**config.mk**
```make
export PLATFORM = sky130hd
export DESIGN_NAME = vns_fifo
export DESIGN_NICKNAME = d
export VERILOG_FILES = /design/src/assert_macros.svh /design/src/vns_pkg.sv /design/src/vns_fifo.sv
export SDC_FILE = /design/constraint.sdc
export NUM_CORES = 1
export LEC_CHECK = 0
export ABC_AREA = 1
export BUFFER_PORTS_ARGS = -buffer_cell sky130_fd_sc_hd__buf_4
export CAP_MARGIN = 20
export CELL_PAD_IN_SITES_DETAIL_PLACEMENT = 1
export CELL_PAD_IN_SITES_GLOBAL_PLACEMENT = 1
export CORE_UTILIZATION = 40
export CTS_CLUSTER_SIZE = 14
export DETAILED_ROUTE_END_ITERATION = 8
export PLACE_DENSITY = 0.78
export SLEW_MARGIN = 20
export SYNTH_ARGS = -nofsm -noshare
export SYNTH_HDL_FRONTEND = slang
export SYNTH_SLANG_ARGS = --single-unit
```
**constraint.sdc**
```tcl
create_clock -name clk_i -period 10.12 [get_ports clk_i]
set_input_delay 2.024 -clock clk_i [delete_from_list [all_inputs] [get_ports clk_i]]
set_output_delay 2.024 -clock clk_i [all_outputs]
set_load 0.1 [all_outputs]
```
**src/assert_macros.svh**
```systemverilog
// Shared assertion helpers, clocked on clk_i, off during reset.
`ifndef ASSERT_MACROS_SVH
`define ASSERT_MACROS_SVH

// Plain property check.
`define VNS_ASSERT(lbl, prop, msg) \
  lbl: assert property (@(posedge clk_i) disable iff (!rst_ni) prop) \
    else $error(msg);

// Condition implies a consequence on the next cycle.
`define VNS_ASSERT_NXT(lbl, pre, post, msg) \
  `VNS_ASSERT(lbl, (pre) |=> (post), msg)

`endif

```
**src/vns_pkg.sv**
```systemverilog
package vns_pkg;

  localparam int IdxW  = 10;
  localparam int PosW  = 32;
  localparam int NrmW  = 16;
  localparam int AccW  = 24;
  localparam int EdW   = 31;
  localparam int CrW   = 62;
  localparam int QDepth = 2;

  localparam logic [1:0] KIND_LOAD = 2'd0;
  localparam logic [1:0] KIND_TRI  = 2'd1;
  localparam logic [1:0] KIND_READ = 2'd2;

  typedef enum logic [1:0] {
    OP_LOAD,
    OP_TRI,
    OP_READ,
    OP_READ_BAD
  } op_e;

  typedef logic signed [CrW-1:0]  wide_t;
  typedef logic signed [NrmW-1:0] nrm_t;

  typedef struct packed {
    op_e                   op;
    logic [IdxW-1:0]       a;
    logic [IdxW-1:0]       b;
    logic [IdxW-1:0]       c;
    logic signed [PosW-1:0] px;
    logic signed [PosW-1:0] py;
    logic signed [PosW-1:0] pz;
    nrm_t                  nx;
    nrm_t                  ny;
    nrm_t                  nz;
  } cmd_t;

  typedef struct packed {
    logic busy;
    logic done;
    logic deg;
  } norm_stat_t;

endpackage

```
**src/vns_fifo.sv**
```systemverilog
module vns_fifo (
  input  logic          clk_i,
  input  logic          rst_ni,
  input  logic          push_i,
  input  vns_pkg::cmd_t cmd_i,
  output logic          full_o,
  input  logic          pop_i,
  output logic          empty_o,
  output vns_pkg::cmd_t head_o
);
  import vns_pkg::*;

  localparam int PtrW = $clog2(QDepth);

  cmd_t            mem_q [QDepth];
  logic [PtrW-1:0] wp_q, rp_q;
  logic [PtrW:0]   cnt_q;

  assign full_o  = cnt_q == (PtrW+1)'(QDepth);
  assign empty_o = cnt_q == '0;
  assign head_o  = mem_q[rp_q];

  always_ff @(posedge clk_i) begin
    if (push_i) begin
      mem_q[wp_q] <= cmd_i;
    end
  end

  always_ff @(posedge clk_i or negedge rst_ni) begin
    if (!rst_ni) begin
      wp_q  <= '0;
      rp_q  <= '0;
      cnt_q <= '0;
    end else begin
      if (push_i) begin
        wp_q <= (wp_q == PtrW'(QDepth - 1)) ? '0 : wp_q + 1'b1;
      end
      if (pop_i) begin
        rp_q <= (rp_q == PtrW'(QDepth - 1)) ? '0 : rp_q + 1'b1;
      end
      cnt_q <= cnt_q + (PtrW+1)'(push_i) - (PtrW+1)'(pop_i);
    end
  end

endmodule

```
=== After elaboration in Yosys (flattened, before gate mapping) ===
Memories as Yosys holds them, arrays and structs flattened.
Index checks and enable logic that the tools add are counted.

* Input bits: 180
* Latch bits: 0
* ROM bits: 0
* Output and inout bits: 178
* Bits in writable memories: 352
* Memories: 1
* Bits in registers: 4

{| class="wikitable"
|+ Memory list
! memory !! depth !! bits a word !! rd ports !! clocked after memory_dff !! wr ports !! RTL line !! RTL
|-
| mem_q || 2 || 176 || 1 || 0 || 1 || vns_fifo.sv:15 || <nowiki>cmd_t mem_q [QDepth];</nowiki>
|}

* Multipliers: 0
* Reduce and logical (&&, ||, !) cells: 1
* $lt $le $gt $ge: 0
* Div/mod/pow operators: 0
* Bitwise gates (word level): 0
* Multiplexer cells: 4
* Shifts and indexed selects: 0
* Add/sub/neg operators: 4
* Equality and inequality tests: 1

{| class="wikitable"
|+ Operators by type and width
! kind !! number
|-
| two-way mux 1 bit || 4
|-
| adder 1 bit, second input constant || 2
|-
| adder 2 x 1 -> 2 bit || 1
|-
| equality test 2 bit, second input constant || 1
|-
| zero test 2 bit || 1
|-
| subtractor 2 x 1 -> 2 bit || 1
|}

=== Longest topological paths before layout ===
* Depth in word-level cells: 2
* Gate-level depth with buffers: 7

=== Worst setup path before layout ===
No wires, ideal clock.

* Path kind: input to register
* From: input port push_i
* To: memory mem_q[0][0] (netlist bit) (enable)
* Arrival: 9.420 ns
* Required time: 9.401 ns
* Library setup time: 0.719 ns
* Slack: -0.020 ns
* Cell stages on the path: 2
* Path through: inv_1 > nor2_1

* Longest elaborated chain between the ends: 2

{| class="wikitable"
|+ Ends and longest elaborated chain
! what !! RTL line !! RTL
|-
| start: declaration || vns_fifo.sv:4 || <nowiki>input logic push_i,</nowiki>
|-
| two-way mux 1 bit || vns_fifo.sv:24 || <nowiki>if (push_i) begin</nowiki>
|-
| two-way mux 1 bit (implied by the code) || vns_fifo.sv:25 || <nowiki>mem_q[wp_q] <= cmd_i;</nowiki>
|-
| end: declaration || vns_fifo.sv:15 ||
|}

Every way passes these cells.

==> flow_metrics.env <==
export IMPL_status="finished, final reports clean"
export IMPL_dieArea_um2=33900
export IMPL_crit_fanout=255
export IMPL_synthesis_nets=1126
export IMPL_fin_tns_setup_ns=0
export IMPL_clock_skew_ns=0.0122
export IMPL_vias=8244
export IMPL_yosys_warnings=0
export IMPL_grt_ovfl_total=0
export IMPL_wl_um=32500
export IMPL_critical_path_startpoint_type="register"
export IMPL_endpoint_kind="primary output"
export IMPL_reg2reg_slack_ns=7.38
export IMPL_synth_cell_types=14
export IMPL_final_common_cell="buf_4"
export IMPL_avgSynthCellArea_um2=14.1
export IMPL_clkSinkCount=356
export IMPL_final_core_util_pct=53.5
export IMPL_area_growth_pct=31.5
export IMPL_io_pins=358
export IMPL_fmax_mhz=191
export IMPL_path_clk_slew_ns=0.05
export IMPL_r2r_end="mem_q[1][139]"
export IMPL_dp_cells=1709
export IMPL_holdPathStages=1
export IMPL_holdCritStartpoint="wp_q"
export IMPL_fp_dieH_um=184
export IMPL_via_per_inst=4.64
export IMPL_reg2reg_depth=3
export IMPL_cts_setup_buffers=0
export IMPL_arrival_ns=3.21
export IMPL_drive_gt1_share_pct=31.0
export IMPL_cts_buffers=39
export IMPL_tightestPinTransition_ns=1.08
export IMPL_port_buffers=357
export IMPL_fp_coreArea_um2=32600
export IMPL_holdPathEnd="wp_q"
export IMPL_hold_buffers=0
export IMPL_fin_crit_sh_pct=51.7
export IMPL_r2r_start="wp_q"
export IMPL_root_buffer="clkbuf_16"
export IMPL_synth_compound_area_share_pct=6.63
export IMPL_drc=0
export IMPL_grt_pass1_vias=8856
export IMPL_antenna_found_initial=3
export IMPL_h_tree_depth=2
export IMPL_dp_hpwl_um=21600
export IMPL_synth_area_mux_share_pct=0
export IMPL_finalHoldViolCount=0
export IMPL_syn_area_um2=13300
export IMPL_synthXorXnorAreaFrac_pct=0.132
export IMPL_worst_ep_required_time_ns=8.10
export IMPL_drtAntennaViolNets=0
export IMPL_clock_path_buffers=3
export IMPL_die_w_um=184
export IMPL_grt_usage_pct=18.7
export IMPL_initial_core_util_pct=40.7
export IMPL_drv_cap=0
export IMPL_cts_tree="built"
export IMPL_clk_latency_ns=0.51
export IMPL_final_cells=1777
export IMPL_grt_max_degree=256
export IMPL_ys_ff_latch=356
export IMPL_crit_type="reg2out"
export IMPL_min_path_type="reg2reg"
export IMPL_wl_per_cell_um=18.3
export IMPL_fillers=3329
export IMPL_max_slew_margin_pct=28.2
export IMPL_ys_seq_area_share_pct=80.4
export IMPL_layout_common_cells="361 x buf_4, 352 x edfxtp_1, 182 x inv_1, 182 x nand2_1, 146 x o21ai_0"
export IMPL_synthSimpleGateAreaFrac_pct=5.27
export IMPL_syn_instance_count=944
export IMPL_synth_adder_area_share_pct=0.188
export IMPL_gp_congestion=0.709
export IMPL_period_minus_slack_ns=5.23
export IMPL_grt_setup_unrepaired="no"
export IMPL_nNetsFinal=1490
export IMPL_synth_top_family_by_area="buffers and inverters"
export IMPL_row_count=66
export IMPL_drt_iter0_drc=411
export IMPL_grt_pass1_wl_um=47800
export IMPL_setup_viol_count_final=0
export IMPL_cts_resized=0
export IMPL_slew_viol_final=0
export IMPL_firstDrtPassIters=4
kinds of logic (layout without fill, tap and decap cells):
family	after synthesis	count (layout)
flops	356	356
buf+inv	222	611
simple gates	186	186
compound gates	176	176
fa+ha+maj	2	2
xor+xnor	2	2
other cells	0	2
per-stage QoR:
step	setup slack, ns	hold WS [ns]	instance area [um2]
2_1_floorplan	3.05	0.479	13300
3_3_place_gp	5.50	0.530	16300
3_5_place_dp	5.47	0.544	16300
4_1_cts	4.91	0.556	17500
5_1_grt	4.71	0.589	17500
6_report	4.89	0.559	17500
routing by layer:
metal	GRT usage (%)	up-vias	routed length, um
met5	0	-	17
met4	9.17	2	1370
met3	5.77	76	2340
met2	35.0	271	17400
met1	18.6	3980	11400
li1	-	3915	-
worst max path at each step:
stage,start,endpoint,cells after the start,slack [ns]
floorplan,push_i,mem_q[0][0],2,3.05
global placement,rp_q,head_o[173],3,5.50
detailed placement,rp_q,head_o[174],3,5.47
CTS,rp_q,head_o[173],3,4.91
global route,rp_q,head_o[92],4,4.71
finish,rp_q,head_o[174],3,4.89
layout make-up:
| type | count | area, um2 | area share, % |
|---|---|---|---|
| clock inverter | 17 | 123 | 0.702 |
| antenna | 2 | 5.00 | 0.0287 |
| multi-input combinational | 366 | 1630 | 9.34 |
| sequential | 356 | 10700 | 61.1 |
| timing repair buffer | 362 | 2730 | 15.6 |
| tap | 442 | 553 | 3.17 |
| clock buffer | 49 | 1060 | 6.05 |
| inverter | 183 | 692 | 3.96 |
Yosys cell counts:
master | n | area [um2]
buf_4 | 2 | 15.0
buf_2 | 1 | 5.00
nand2_1 | 182 | 683
clkbuf_1 | 17 | 63.8
dfrtp_1 | 4 | 100
nand3_1 | 1 | 5.00
buf_6 | 19 | 214
inv_1 | 183 | 687
o21ai_0 | 146 | 731
nor2_1 | 3 | 11.3
edfxtp_1 | 352 | 10600
xor2_1 | 2 | 17.5
ha_1 | 2 | 25.0
o21ai_1 | 30 | 150
sequential cells by signal, summed over array words and instances, names as in the netlist:
signal,cells
mem_q,352
cnt_q,2
rp_q,1
wp_q,1
worst max-delay path: stages (launching register included):
cell and delay (ns):
dfrtp_4 1.04, buf_12 0.63, o21ai_0 0.39, buf_4 0.34
Power is not shown: default switching activity piles up to over one toggle a cycle in this logic, so the estimate is an artifact.
